**src/rtl/core/bgpio_pkg.sv**
```systemverilog
// Shared definitions for the banked GPIO block: sizes, register codes,
// request/response/state structs and bank mask helper. No dependencies.
package bgpio_pkg;

    localparam int PIN_COUNT  = 32;
    localparam int BANK_COUNT = 2;
    localparam int BANK_W     = PIN_COUNT / BANK_COUNT;
    localparam int DATA_W     = 32;

    localparam logic [1:0] MODE_READ  = 2'd0;
    localparam logic [1:0] MODE_WRITE = 2'd1;

    typedef enum logic [3:0] {
        IDX_BANK_EN   = 4'd0,
        IDX_DIR       = 4'd1,
        IDX_OUT       = 4'd2,
        IDX_OUT_SET   = 4'd3,
        IDX_OUT_CLR   = 4'd4,
        IDX_IN        = 4'd5,
        IDX_RISE_SET  = 4'd6,
        IDX_RISE_CLR  = 4'd7,
        IDX_FALL_SET  = 4'd8,
        IDX_FALL_CLR  = 4'd9,
        IDX_STATUS    = 4'd10
    } reg_idx_t;

    typedef struct packed {
        logic [1:0]           mode;
        logic [3:0]           reg_index;
        logic [DATA_W-1:0]    write_data;
        logic [PIN_COUNT-1:0] pin_levels;
    } req_t;

    typedef struct packed {
        logic [DATA_W-1:0]     read_data;
        logic                  bad_index;
        logic [DATA_W-1:0]     pin_drive;
        logic [DATA_W-1:0]     pin_output_enable;
        logic [BANK_COUNT-1:0] bank_irq;
    } rsp_t;

    typedef struct packed {
        logic [PIN_COUNT-1:0]  dir;
        logic [PIN_COUNT-1:0]  out;
        logic [PIN_COUNT-1:0]  rise_en;
        logic [PIN_COUNT-1:0]  fall_en;
        logic [PIN_COUNT-1:0]  status;
        logic [BANK_COUNT-1:0] bank_en;
        logic [PIN_COUNT-1:0]  prev;
    } state_t;

    // Pins owned by bank b; leftover top pins belong to no bank.
    function automatic logic [PIN_COUNT-1:0] bank_mask(input int b);
        logic [PIN_COUNT-1:0] m;
        m = '0;
        for (int p = 0; p < PIN_COUNT; p++) begin
            if (p >= b * BANK_W && p < (b + 1) * BANK_W) begin
                m[p] = 1'b1;
            end
        end
        return m;
    endfunction

endpackage

```
**src/rtl/core/banked_gpio_with_edge_irq_top.sv**
```systemverilog
// Top level of the banked GPIO block with edge interrupts.
// Depends on bgpio_pkg and bgpio_step.

// 32-pin GPIO controller in two 16-pin banks, driven as a request stream.
// Each request is a register read, a register write or a plain sample tick
// (s_tuser = mode), and every request also samples the pin levels carried
// with it. Exactly one response comes back per request, in order. Register
// map: 0 bank interrupt enable, 1 direction (0 = output, reset all inputs),
// 2 output data, 3/4 output set/clear (write one), 5 input data (reads the
// sampled levels, writes ignored), 6/7 rising trigger set/clear, 8/9 falling
// trigger set/clear, 10 interrupt status (write one to clear). Indexes 11-15
// read zero, ignore writes and flag bad_index (m_tuser). Reads return the
// register as it stood before the request. Enabled edges latch into status
// after any same-request clear. After reset the previous level is zero, so
// a high pin on the first request counts as a rising edge. A bank interrupt
// is reported while its enable is set and any of its status bits is set.
// Rate: one request per clock while m_tready is held high; each request
// passes the input register, then the result register. The only loop is
// the state registers feeding the combinational update logic between them.
module banked_gpio_with_edge_irq_top import bgpio_pkg::*; (
    input  logic         aclk,
    input  logic         aresetn,
    input  logic         s_tvalid,
    output logic         s_tready,
    // [3:0] reg_index, [35:4] write_data, [67:36] pin_levels, [71:68] zero
    input  logic [71:0]  s_tdata,
    // [1:0] mode
    input  logic [1:0]   s_tuser,
    output logic         m_tvalid,
    input  logic         m_tready,
    // [31:0] read_data, [63:32] pin_drive, [95:64] pin_output_enable,
    // [97:96] bank_irq, [103:98] zero
    output logic [103:0] m_tdata,
    // [0] bad_index
    output logic         m_tuser
);

    // Input request register.
    logic   in_valid_reg;
    req_t   in_req_reg;
    // Result register.
    logic   out_valid_reg;
    rsp_t   out_rsp_reg;
    // Block state.
    state_t state_reg;
    state_t state_next;
    rsp_t   rsp_next;

    logic   advance;  // in stage moves into the result register
    logic   out_free;

    assign out_free = !out_valid_reg || m_tready;
    assign advance  = in_valid_reg && out_free;
    assign s_tready = !in_valid_reg || out_free;

    bgpio_step u_step (
        .cur (state_reg),
        .req (in_req_reg),
        .nxt (state_next),
        .rsp (rsp_next)
    );

    always_ff @(posedge aclk) begin
        if (!aresetn) begin
            in_valid_reg      <= 1'b0;
            out_valid_reg     <= 1'b0;
            state_reg.dir     <= '1;
            state_reg.out     <= '0;
            state_reg.rise_en <= '0;
            state_reg.fall_en <= '0;
            state_reg.status  <= '0;
            state_reg.bank_en <= '0;
            state_reg.prev    <= '0;
        end else begin
            if (s_tvalid && s_tready) begin
                in_valid_reg         <= 1'b1;
                in_req_reg.mode       <= s_tuser;
                in_req_reg.reg_index  <= s_tdata[3:0];
                in_req_reg.write_data <= s_tdata[35:4];
                in_req_reg.pin_levels <= s_tdata[67:36];
            end else if (advance) begin
                in_valid_reg <= 1'b0;
            end
            if (advance) begin
                out_valid_reg <= 1'b1;
                out_rsp_reg   <= rsp_next;
                state_reg     <= state_next;
            end else if (m_tready) begin
                out_valid_reg <= 1'b0;
            end
        end
    end

    assign m_tvalid = out_valid_reg;
    assign m_tuser  = out_rsp_reg.bad_index;
    assign m_tdata  = {6'd0,
                       out_rsp_reg.bank_irq,
                       out_rsp_reg.pin_output_enable,
                       out_rsp_reg.pin_drive,
                       out_rsp_reg.read_data};

    // A held request must not be dropped while the result side stalls.
    a_hold_in: assert property (@(posedge aclk) disable iff (!aresetn)
        in_valid_reg && out_valid_reg && !m_tready |=> in_valid_reg)
        else $error("pending request lost under output stall");

    // An unknown index never returns data.
    a_bad_zero: assert property (@(posedge aclk) disable iff (!aresetn)
        m_tvalid && m_tuser |-> m_tdata[31:0] == 32'd0)
        else $error("bad index response carries read data");

    // The shown pin controls track the live state while a result waits.
    a_pins_track: assert property (@(posedge aclk) disable iff (!aresetn)
        m_tvalid |-> (m_tdata[95:64] == ~state_reg.dir)
                     && (m_tdata[63:32] == state_reg.out))
        else $error("pin outputs out of step with register state");

    // No response is presented right after reset.
    a_reset_idle: assert property (@(posedge aclk)
        !aresetn |=> !m_tvalid && !in_valid_reg)
        else $error("valid state survived reset");

endmodule

```
**src/rtl/core/bgpio_step.sv**
```systemverilog
// Combinational update for one request: register access, edge latch,
// bank interrupt. Depends on bgpio_pkg.
module bgpio_step import bgpio_pkg::*; (
    input  state_t cur,
    input  req_t   req,
    output state_t nxt,
    output rsp_t   rsp
);

    logic [PIN_COUNT-1:0] data;
    logic [PIN_COUNT-1:0] pins;
    logic [PIN_COUNT-1:0] edges;
    logic [DATA_W-1:0]    rd;
    logic                 bad;
    logic [BANK_COUNT-1:0] irq;

    assign data  = req.write_data[PIN_COUNT-1:0];
    assign pins  = req.pin_levels;
    // Enables from before this request.
    assign edges = (pins & ~cur.prev & cur.rise_en) | (cur.prev & ~pins & cur.fall_en);

    always_comb begin
        nxt = cur;
        rd  = '0;
        bad = 1'b0;
        if (req.mode == MODE_READ) begin
            case (req.reg_index)
                IDX_BANK_EN: rd = DATA_W'(cur.bank_en);
                IDX_DIR: rd = DATA_W'(cur.dir);
                IDX_OUT, IDX_OUT_SET, IDX_OUT_CLR: rd = DATA_W'(cur.out);
                IDX_IN: rd = DATA_W'(pins);
                IDX_RISE_SET, IDX_RISE_CLR: rd = DATA_W'(cur.rise_en);
                IDX_FALL_SET, IDX_FALL_CLR: rd = DATA_W'(cur.fall_en);
                IDX_STATUS: rd = DATA_W'(cur.status);
                default: bad = 1'b1;
            endcase
        end else if (req.mode == MODE_WRITE) begin
            case (req.reg_index)
                IDX_BANK_EN:  nxt.bank_en = data[BANK_COUNT-1:0];
                IDX_DIR:      nxt.dir     = data;
                IDX_OUT:      nxt.out     = data;
                IDX_OUT_SET:  nxt.out     = cur.out | data;
                IDX_OUT_CLR:  nxt.out     = cur.out & ~data;
                IDX_IN:       ;
                IDX_RISE_SET: nxt.rise_en = cur.rise_en | data;
                IDX_RISE_CLR: nxt.rise_en = cur.rise_en & ~data;
                IDX_FALL_SET: nxt.fall_en = cur.fall_en | data;
                IDX_FALL_CLR: nxt.fall_en = cur.fall_en & ~data;
                IDX_STATUS:   nxt.status  = cur.status & ~data;
                default:      bad = 1'b1;
            endcase
        end
        // New edge wins over a same-cycle clear.
        nxt.status = nxt.status | edges;
        nxt.prev   = pins;
    end

    always_comb begin
        for (int b = 0; b < BANK_COUNT; b++) begin
            irq[b] = nxt.bank_en[b] && ((nxt.status & bank_mask(b)) != '0);
        end
    end

    assign rsp.read_data         = rd;
    assign rsp.bad_index         = bad;
    assign rsp.pin_drive         = DATA_W'(nxt.out);
    assign rsp.pin_output_enable = DATA_W'(~nxt.dir);
    assign rsp.bank_irq          = irq;

endmodule
```
**config.mk**
```make
export PLATFORM = sky130hd
export DESIGN_NAME = banked_gpio_with_edge_irq_top
export DESIGN_NICKNAME = d
export VERILOG_FILES = /design/src/rtl/core/bgpio_pkg.sv /design/src/rtl/core/banked_gpio_with_edge_irq_top.sv /design/src/rtl/core/bgpio_step.sv
export SDC_FILE = /design/constraint.sdc
export NUM_CORES = 1
export LEC_CHECK = 0
export BUFFER_PORTS_ARGS = -buffer_cell sky130_fd_sc_hd__buf_2
export CAP_MARGIN = 20
export CORE_ASPECT_RATIO = 1.25
export CORE_MARGIN = 4
export CORE_UTILIZATION = 30
export DETAILED_ROUTE_END_ITERATION = 8
export GPL_ROUTABILITY_DRIVEN = 0
export PLACE_DENSITY_LB_ADDON = 0.3
export SYNTH_ARGS = -nofsm -noshare
export SYNTH_HDL_FRONTEND = slang
export SYNTH_SLANG_ARGS = --single-unit
export TNS_END_PERCENT = 100
```
**constraint.sdc**
```tcl
create_clock -name aclk -period 7.8 [get_ports aclk]
set_input_delay 0 -clock aclk [delete_from_list [all_inputs] [get_ports aclk]]
set_output_delay 0 -clock aclk [all_outputs]
set_load 0.02 [all_outputs]
```
==> flow_summary.ini, run 1 <==
[placed_design]
io_buffers = 174
dpl.hpwl_mm = 28.36

[clock_tree]
postCtsSetupBuffers = 0
clk_latency_ps = 540
path_clk_slew_ps = 70
cts.sinks = 365
clock-root-buffer = clkbuf_16
cts-htree-levels = 2
numCtsBuffers = 38
cts_tree = built
clk_path_buf_depth = 3

[floorplanning]
ios = 185
start_util_pct = 30.51
die_w_um = 209.2
die-area_um2 = 54290
row_count = 91
fp.dieH_um = 259.5
core_area_um2 = 49760

[timing]
holdWs_ps = 166.8
rsz0062_at_grt = no
relSlewSlack_pct = 28.24
layout_min_cycle_time_ps = 3739
final_hold_viol_count = 0
finalSetupTns_ps = 0
timing.final.max_slew_violations = 0
tightest_slew_ps = 1074
finClkSkew_ps = 14.52
fmax_mhz = 267.5
finalSetupViolCount = 0
min_period_over_period_pct = 47.93

[route]
vias_per_cell = 5.300
via_count = 12290
firstDrtPassIters = 7
antenna_left = 0
drc = 0
drtIter0Drc = 963
wire_per_inst_um = 20.58
drt_wl_total_mm = 47.73

[global_route]
grt_pass1_wl_mm = 72.91
grt_pass1_vias = 12030
grt.overflow.total = 0
grt_antenna_before_repair = 0
grt_use_total_pct = 16.99
grt_max_degree = 73

[job]
cap_violations = 0

[pwr]
power_density_nw_per_um2 = 225.9
irDropWorstVdd_mv = 0.1096
p_leak_uw = 0.006771

[yosys]
synthXorXnorAreaFrac_pct = 0
avgSynthCellArea_um2 = 10.29
muxShareOfSynthArea_pct = 3.049
synth_top_family_by_area = compound AO/OA/AOI/OAI gates
ys_ff_latch = 365
ys_async_sr_fraction_pct = 0
synth-simple-area-share_pct = 13.14
synth_edf_count = 169
ys_warn_count = 0
synth_cells = 1475
synth_compound_area_share_pct = 20.22
synthAdderAreaFrac_pct = 0
synth_area_um2 = 15180
ys_seq_area_share_pct = 59.27
synth_flop_cell = dfxtp_1
yosysUniqueCellTypes = 42

[layout]
antenna_cells = 0
drive_above_1_share_pct = 16.73
fill_cells = 4867
multi_input_area_um2 = 5634
syn_to_final_growth_pct = 21.77
nets = 1717
ff_latch_area_um2 = 8999

[critical_path]
path_max_fanout = 72
arrival_ps = 4040
crit_path_start_kind = flop
endpoint_kind = flop
crit_type = flop to flop
worstPathRequired_ps = 8100

[worst_hold_path]
hold_class = primary input to flop

[outcome]
status = finished clean
[placed cells by master (no fill, tap or decap), types with 2 or more instances in the layout]
master / Yosys / routed
a211oi_1: 24 / 24
a21o_1: 11 / 11
a21oi_1: 122 / 122
a221oi_1: 32 / 32
a22o_1: 62 / 62
a22oi_1: 2 / 2
a311oi_1: 64 / 64
a31oi_1: 30 / 30
and3_2: 0 / 2
buf_2: 23 / 174
buf_4: 9 / 21
bufinv_16: 0 / 2
clkbuf_1: 112 / 3
clkbuf_16: 0 / 38
clkbuf_8: 0 / 3
clkinv_1: 0 / 7
clkinv_2: 0 / 5
clkinvlp_4: 0 / 4
conb_1: 1 / 6
dfxtp_1: 196 / 196
dlygate4sd3_1: 0 / 73
edfxtp_1: 169 / 169
inv_6: 0 / 5
mux2_2: 2 / 2
mux2i_1: 44 / 44
nand2_1: 249 / 248
nand2b_1: 3 / 2
nand3_1: 45 / 44
nand3b_1: 33 / 33
nand4_1: 6 / 6
nor2_1: 102 / 100
nor2_4: 0 / 3
nor2b_4: 0 / 2
nor3_1: 5 / 4
nor4_1: 2 / 2
o211ai_1: 32 / 32
o21ai_0: 66 / 66
o31a_1: 2 / 2
[metrics by stage]
| stage | total power (µW) | instances | setup slack (ps) | util (%) | cell area, µm² |
|---|---|---|---|---|---|
| 2_1_floorplan | 2300 | 1480 | 1889 | - | 15200 |
| 3_3_place_gp | 2397 | 2174 | 4106 | 33.14 | 16490 |
| 3_5_place_dp | 2404 | 2175 | 4071 | 33.17 | 16500 |
| 4_1_cts | 4228 | 2317 | 4098 | 37.08 | 18450 |
| 5_1_grt | 4340 | 2319 | 3951 | 37.16 | 18490 |
| 6_report | 4177 | 2319 | 4061 | 37.16 | 18490 |
[synth_stat cells (2+ instances only)]
cell	n	area share, %
a211oi_1	24	1.2
and3_1	4	0.16
o211ai_1	32	1.6
a31oi_1	30	1.2
clkbuf_1	112	2.8
nor2b_1	3	0.12
a21oi_1	122	4.0
nand4_1	6	0.25
dfxtp_1	196	26
mux2i_1	44	2.9
edfxtp_1	169	33
a22o_1	62	3.6
mux2_2	2	0.15
nor3_1	5	0.16
nand2b_1	3	0.12
buf_1	7	0.17
buf_2	23	0.76
nor4_1	2	0.082
buf_4	9	0.44
a221oi_1	32	1.8
o21ai_0	66	2.2
nand2_1	249	6.2
a311oi_1	64	3.7
nor2_1	102	2.5
nand3_1	45	1.5
inv_2	2	0.049
a22oi_1	2	0.099
a21o_1	11	0.54
o31a_1	2	0.12
nand3b_1	33	1.6
[final timing paths]
check	startpoint	endpoint	cells past startpoint	slack, ps
setup / recovery	in_req_reg[64]	m_tdata[97]	8	4060
hold / removal	s_tdata[59]	in_req_reg[23]	2	170
setup reg to reg	in_req_reg[64]	m_tdata[97]	8	4060
hold reg to reg	state_reg[2]	state_reg[2]	2	470
[routing by layer]
layer | vias up | global-route usage, % | routed length, µm
met5 | - | 0 | 0
met4 | 0 | 5.766 | 1520
met3 | 91 | 2.139 | 2291
met2 | 420 | 30.60 | 24460
met1 | 5996 | 20.98 | 19460
li1 | 5784 | - | -
[timing repair]
item | 4_1_cts | 5_1_grt
gates resized for setup | 0 | 0
endpoints found under the hold margin | 72 | 0
hold buffers | 73 | 0
[area by class of cell]
class / instances / area share (%)
Clock buffer: 44 / 5.428
Clock inverter: 25 / 1.137
Inverter: 3 / 0.07445
Multi-Input combinational cell: 960 / 30.48
Sequential cell: 365 / 48.67
Tap cell: 651 / 4.406
Timing Repair Buffer: 271 / 9.806
[power by group]
| part | internal (µW) | leakage, µW | switching (µW) | total (µW) |
|---|---|---|---|---|
| Sequential | 2060 | 0.00321 | 54.5 | 2120 |
| Combinational | 98.8 | 0.00297 | 173 | 272 |
| Clock | 1000 | 0.000586 | 786 | 1790 |
| Total | 3160 | 0.00677 | 1010 | 4180 |
[kinds of logic after synthesis]
| kind of cell | Yosys count |
|---|---|
| and+or+nand+nor | 459 |
| other | 1 |
| DFF | 365 |
| buffers and inverters | 155 |
| muxes | 46 |
| AOI/OAI and AO/OA | 449 |
[worst max-delay path, stage by stage (launching register included)]
cell and delay, ps:
edfxtp_1 350, buf_4 420, and4bb_2 790, buf_4 470, and2_4 460, nand2_1 90
a21oi_1 410, nand4_1 150, o31a_1 310
Note: power is estimated with default switching activity, not from simulation.
==> inputs of run 2 (changes only) <==
--- a/config.mk
+++ b/config.mk
@@ -5,6 +5,7 @@
 export SDC_FILE = /design/constraint.sdc
 export NUM_CORES = 1
 export LEC_CHECK = 0
+export ABC_AREA = 1
 export BUFFER_PORTS_ARGS = -buffer_cell sky130_fd_sc_hd__buf_2
 export CAP_MARGIN = 20
 export CORE_ASPECT_RATIO = 1.25
==> constraint.sdc (replaced) <==
create_clock -name aclk -period 3.7 [get_ports aclk]
set_input_delay 0 -clock aclk [delete_from_list [all_inputs] [get_ports aclk]]
set_output_delay 0 -clock aclk [all_outputs]
set_load 0.02 [all_outputs]
==> flow_summary.ini, run 2 <==
[layout]
drive_above_1_share_pct = 14.10
nets = 2245
ff_latch_area_um2 = 8999
final_cell_mix = nand2_1, inv_1, a21oi_1
syn_to_final_growth_pct = 22.32
antenna_cells = 0
layout_commonest_cell = nand2_1
multi_input_area_um2 = 5527
fill_cells = 5448

[timing]
relSlewSlack_pct = 22.30
final_hold_viol_count = 0
finalSetupTns_ps = 0
min_period_over_period_pct = 73.68
layout_min_cycle_time_ps = 2726
rsz0062_at_grt = no
finClkSkew_ps = 22.16
timing.final.max_slew_violations = 0
tightest_slew_ps = 1164
holdWs_ps = 158.0
fmax_mhz = 366.8
finalSetupViolCount = 0

[floorplanning]
fp.dieH_um = 268.0
die-area_um2 = 57880
row_count = 95
die_w_um = 216.0
start_util_pct = 30.26
core_area_um2 = 53610
ios = 185

[critical_path]
slowest_stage = inv_2
crit_path_start_kind = flop
critPathMaxStageDelay_ps = 670
path_max_fanout = 31
worstPathRequired_ps = 4090
crit_type = flop to flop
crit_family = buffers and inverters
endpoint_kind = flop
path_cells = buf_4, nor2_2, nand2_1, nand2_1, buf_4, nand2_2, inv_2, o211ai_1, nand2_1
arrival_ps = 3110
crit_buf_inv = 3
worst_path_most_repeated_cell = nand2_1

[clock_tree]
clk_latency_ps = 550
clk_path_buf_depth = 3
numCtsBuffers = 39
cts.sinks = 365
path_clk_slew_ps = 60
clock-root-buffer = clkbuf_16
cts_tree = built
cts-htree-levels = 2

[route]
drc = 0
via_count = 14310
firstDrtPassIters = 5
drtIter0Drc = 1116
drt_wl_total_mm = 54.46
antenna_left = 0
vias_per_cell = 4.894
wire_per_inst_um = 18.62

[global_route]
grt_pass1_wl_mm = 82.08
grt.overflow.total = 0
grt_use_total_pct = 18.23
grt_pass1_vias = 14010
grt_antenna_before_repair = 0
grt_max_degree = 70

[yosys]
yosys-top-cells-area = edfxtp_1, dfxtp_1, nand2_1
yosysUniqueCellTypes = 28
ys_warn_count = 0
synth_cells = 1952
avgSynthCellArea_um2 = 8.310
synth_top_area_cell = edfxtp_1
synth.most_common_cell = nand2_1
synth_area_um2 = 16220
ys_ff_latch = 365
synth_flop_cell = dfxtp_1
ys_async_sr_fraction_pct = 0
ys_seq_area_share_pct = 55.47
yosysTopAreaCellShare_pct = 31.28
synthTopCellsByCount = nand2_1, inv_1, a21oi_1
synth_edf_count = 169

[outcome]
status = finished clean

[worst_hold_path]
hold_class = primary input to flop

[placed_design]
io_buffers = 174
dpl.hpwl_mm = 34.17

[job]
cap_violations = 0

[pwr]
finalPower_uw = 9349
p_leak_uw = 0.008208
irDropWorstVdd_mv = 0.2234
power_density_nw_per_um2 = 471.1
==> run 2: cell count changes after synthesis, sizes merged, moves of 60 or more <==
cell    delta
inv      +323
o21ai    +205
a21oi    +111
nand2     +99
a311oi    -64
a22o      -62
clkbuf    -60
o22ai     +60
==> run 2: per-stage QoR <==
| step | setup WS, ps | cell area (µm²) | util (%) | cells |
|---|---|---|---|---|
| after floorplan | 728.2 | 16250 | - | 1957 |
| after global placement | 1059 | 17800 | 33.20 | 2779 |
| after detailed placement | 996.5 | 17800 | 33.20 | 2779 |
| after CTS | 983.9 | 19840 | 37.01 | 2925 |
| after global routing | 846.9 | 19840 | 37.01 | 2925 |
| final | 973.8 | 19840 | 37.01 | 2925 |
==> run 2: worst paths after layout <==
check	cells after the start	from	end	slack, ps
setup / recovery	9	in_req_reg[64]	m_tdata[36]	970
hold / removal	2	s_tdata[41]	in_req_reg[5]	160
setup reg to reg	9	in_req_reg[64]	m_tdata[36]	970
hold reg to reg	2	flop	flop	460
==> run 2: logic make-up after synthesis <==
logic type             Yosys count  synth area share [%]
AOI/OAI and AO/OA              623                 20.72
and+or+nand+nor                525                 12.98
buffers and inverters          438                 10.80
DFF                            365                 55.47
other                            1               0.02312
==> run 2: metal layers <==
metal  wire length (µm)  global-route usage [%]  vias up
met4               1642                   6.627        0
met3               3558                   2.748      114
met2              26170                   31.23      534
li1                   -                       -     6925
met5                  0                       0        -
met1              23080                   23.53     6741
==> run 2: repair_timing <==
action                                 CTS  global route
buffers inserted                         0             0
hold buffers                            74             0
setup endpoints to repair                0             0
endpoints found under the hold margin   73             0
gates resized for setup                  0             0
==> run 2: where the power goes <==
group	leakage, µW	switching [µW]	internal, µW
clock network	0.000648	1660	2330
registers	0.00318	110	4410
logic	0.00438	563	279
==> run 2: final cells by class <==
type                            count  area share, %
Sequential cell                   365          45.35
Multi-Input combinational cell   1154          27.85
Tap cell                          727          4.584
Clock inverter                     14         0.5360
Inverter                          326          6.186
Timing Repair Buffer              281          9.446
Clock buffer                       58          6.047
==> inputs of run 3 (changes only) <==
==> constraint.sdc (replaced) <==
create_clock -name aclk -period 2.4 [get_ports aclk]
set_input_delay 0 -clock aclk [delete_from_list [all_inputs] [get_ports aclk]]
set_output_delay 0 -clock aclk [all_outputs]
set_load 0.02 [all_outputs]
==> flow_summary.ini, run 3 (synthesized netlist as in run 2, its figures left out) <==
[worst_hold_path]
hold_class = primary input to flop
worstHoldPathCells = 2

[placed_design]
placed_area_um2 = 18080
io_buffers = 174
dpl.hpwl_mm = 35.02
post-place-ws_ps = 303.1

[critical_path]
cp-startpoint = in_req_reg[64]
crit_type = flop to flop
crit_buf_inv = 2
endpoint_kind = flop
critPathMaxStageDelay_ps = 510
r2r_end = m_tdata[97]
endpoint = m_tdata[97]
crit_path_start_kind = flop
r2r-start = in_req_reg[64]
worstPathRequired_ps = 2690
path_max_fanout = 14
worst_path_most_repeated_cell = nand2_1
crit_family = simple AND/OR/NAND/NOR gates
path_cells = inv_2, nand2_2, nor2_4, buf_4, nand2_1, nand2_1, nand2_1, nor2_1, nand2_1, nor2_1, a21oi_1
cp.depth = 11
arrival_ps = 2360
r2r_slack_ps = 320
slowest_stage = edfxtp_1
ff2ff_path_depth = 11

[timing]
final_hold_viol_count = 0
timing.final.max_slew_violations = 0
rsz0062_at_grt = no
layout_min_cycle_time_ps = 2077
tightest_slew_ps = 818.0
setup_ws_ps = 323.2
finClkSkew_ps = 21.94
finalSetupViolCount = 0
holdWs_ps = 164.8
min_period_over_period_pct = 86.53
fmax_mhz = 481.5
relSlewSlack_pct = 45.47

[floorplanning]
ios = 185
row_count = 95
core_area_um2 = 53610
die_w_um = 216.0
start_util_pct = 30.26
die-area_um2 = 57880
fp.dieH_um = 268.0

[layout]
final_cell_mix = nand2_1, inv_1, a21oi_1
nets = 2267
syn_to_final_growth_pct = 23.64
final_util_pct = 37.41
layout_commonest_cell = nand2_1
fill_cells = 5428
drive_above_1_share_pct = 14.74
final_area_um2 = 20060
antenna_cells = 0

[route]
drc = 0
antenna_left = 0
wire_per_inst_um = 18.48
drtIter0Drc = 1169
vias_per_cell = 4.905
drt_wl_total_mm = 54.43
via_count = 14450
firstDrtPassIters = 6

[clock_tree]
cts-htree-levels = 2
clock-root-buffer = clkbuf_16
clk_latency_ps = 540
cts_tree = built
clk_path_buf_depth = 3
cts.sinks = 365
path_clk_slew_ps = 70
numCtsBuffers = 38

[global_route]
grt_max_degree = 100
grt_use_total_pct = 17.92
grt_pass1_wl_mm = 80.83
grt_pass1_vias = 13920
grt.overflow.total = 0
grt_antenna_before_repair = 0

[pwr]
p_leak_uw = 0.008313
irDropWorstVdd_mv = 0.4163
finalPower_uw = 14230
power_density_nw_per_um2 = 709.4

[job]
cap_violations = 0

[outcome]
status = finished clean
## run 3: per-stage QoR
step | setup TNS, ps | instances
6_report | 0 | 2946
3_3_place_gp | 0 | 2802
2_1_floorplan | -35570 | 1957
4_1_cts | 0 | 2946
3_5_place_dp | 0 | 2802
5_1_grt | 0 | 2946
## run 3: repair_timing
action                                 CTS  global route
endpoints found under the hold margin   77             0
buffers inserted                         0             0
gates resized for setup                  0             0
hold buffers                            74             0
## run 3: where the power goes
group          total [µW]  switching (µW)  internal, µW
clock network        5930            2560          3370
registers            6980             174          6800
logic                1330             871           455
total               14200            3600         10600
## run 3: worst reg2reg max path, stage by stage, from the launching register on
cell and delay, ps:
edfxtp_1 510, inv_2 150, nand2_2 70, nor2_4 120
buf_4 260, nand2_1 80, nand2_1 60, nand2_1 60
nor2_1 150, nand2_1 70, nor2_1 190, a21oi_1 100
## run 3: cell type report
type	count	area (µm²)	share of cell area, %
Tap cell	727	909.6	4.535
Timing Repair Buffer	304	2170	10.82
Inverter	326	1229	6.126
Clock buffer	54	1116	5.565
Multi-Input combinational cell	1154	5515	27.50
Sequential cell	365	9002	44.88
Clock inverter	16	115.1	0.5739
## run 3: worst min path at each step
stage	start	to	slack (ps)
after floorplan	s_tdata[36]	in_req_reg[0]	100
after global placement	s_tdata[55]	in_req_reg[19]	180
after detailed placement	s_tdata[42]	in_req_reg[6]	180
after CTS	s_tdata[16]	in_req_reg[44]	140
after global routing	s_tdata[7]	in_req_reg[35]	160
final	s_tdata[52]	in_req_reg[16]	160
## run 3: routing by layer
metal | GRT usage, % | routed length [µm] | vias to the layer above
li1 | - | - | 6968
met1 | 22.99 | 23220 | 6779
met2 | 30.81 | 25910 | 574
met3 | 2.443 | 3224 | 128
met4 | 7.025 | 2075 | 0
met5 | 0 | 0 | -
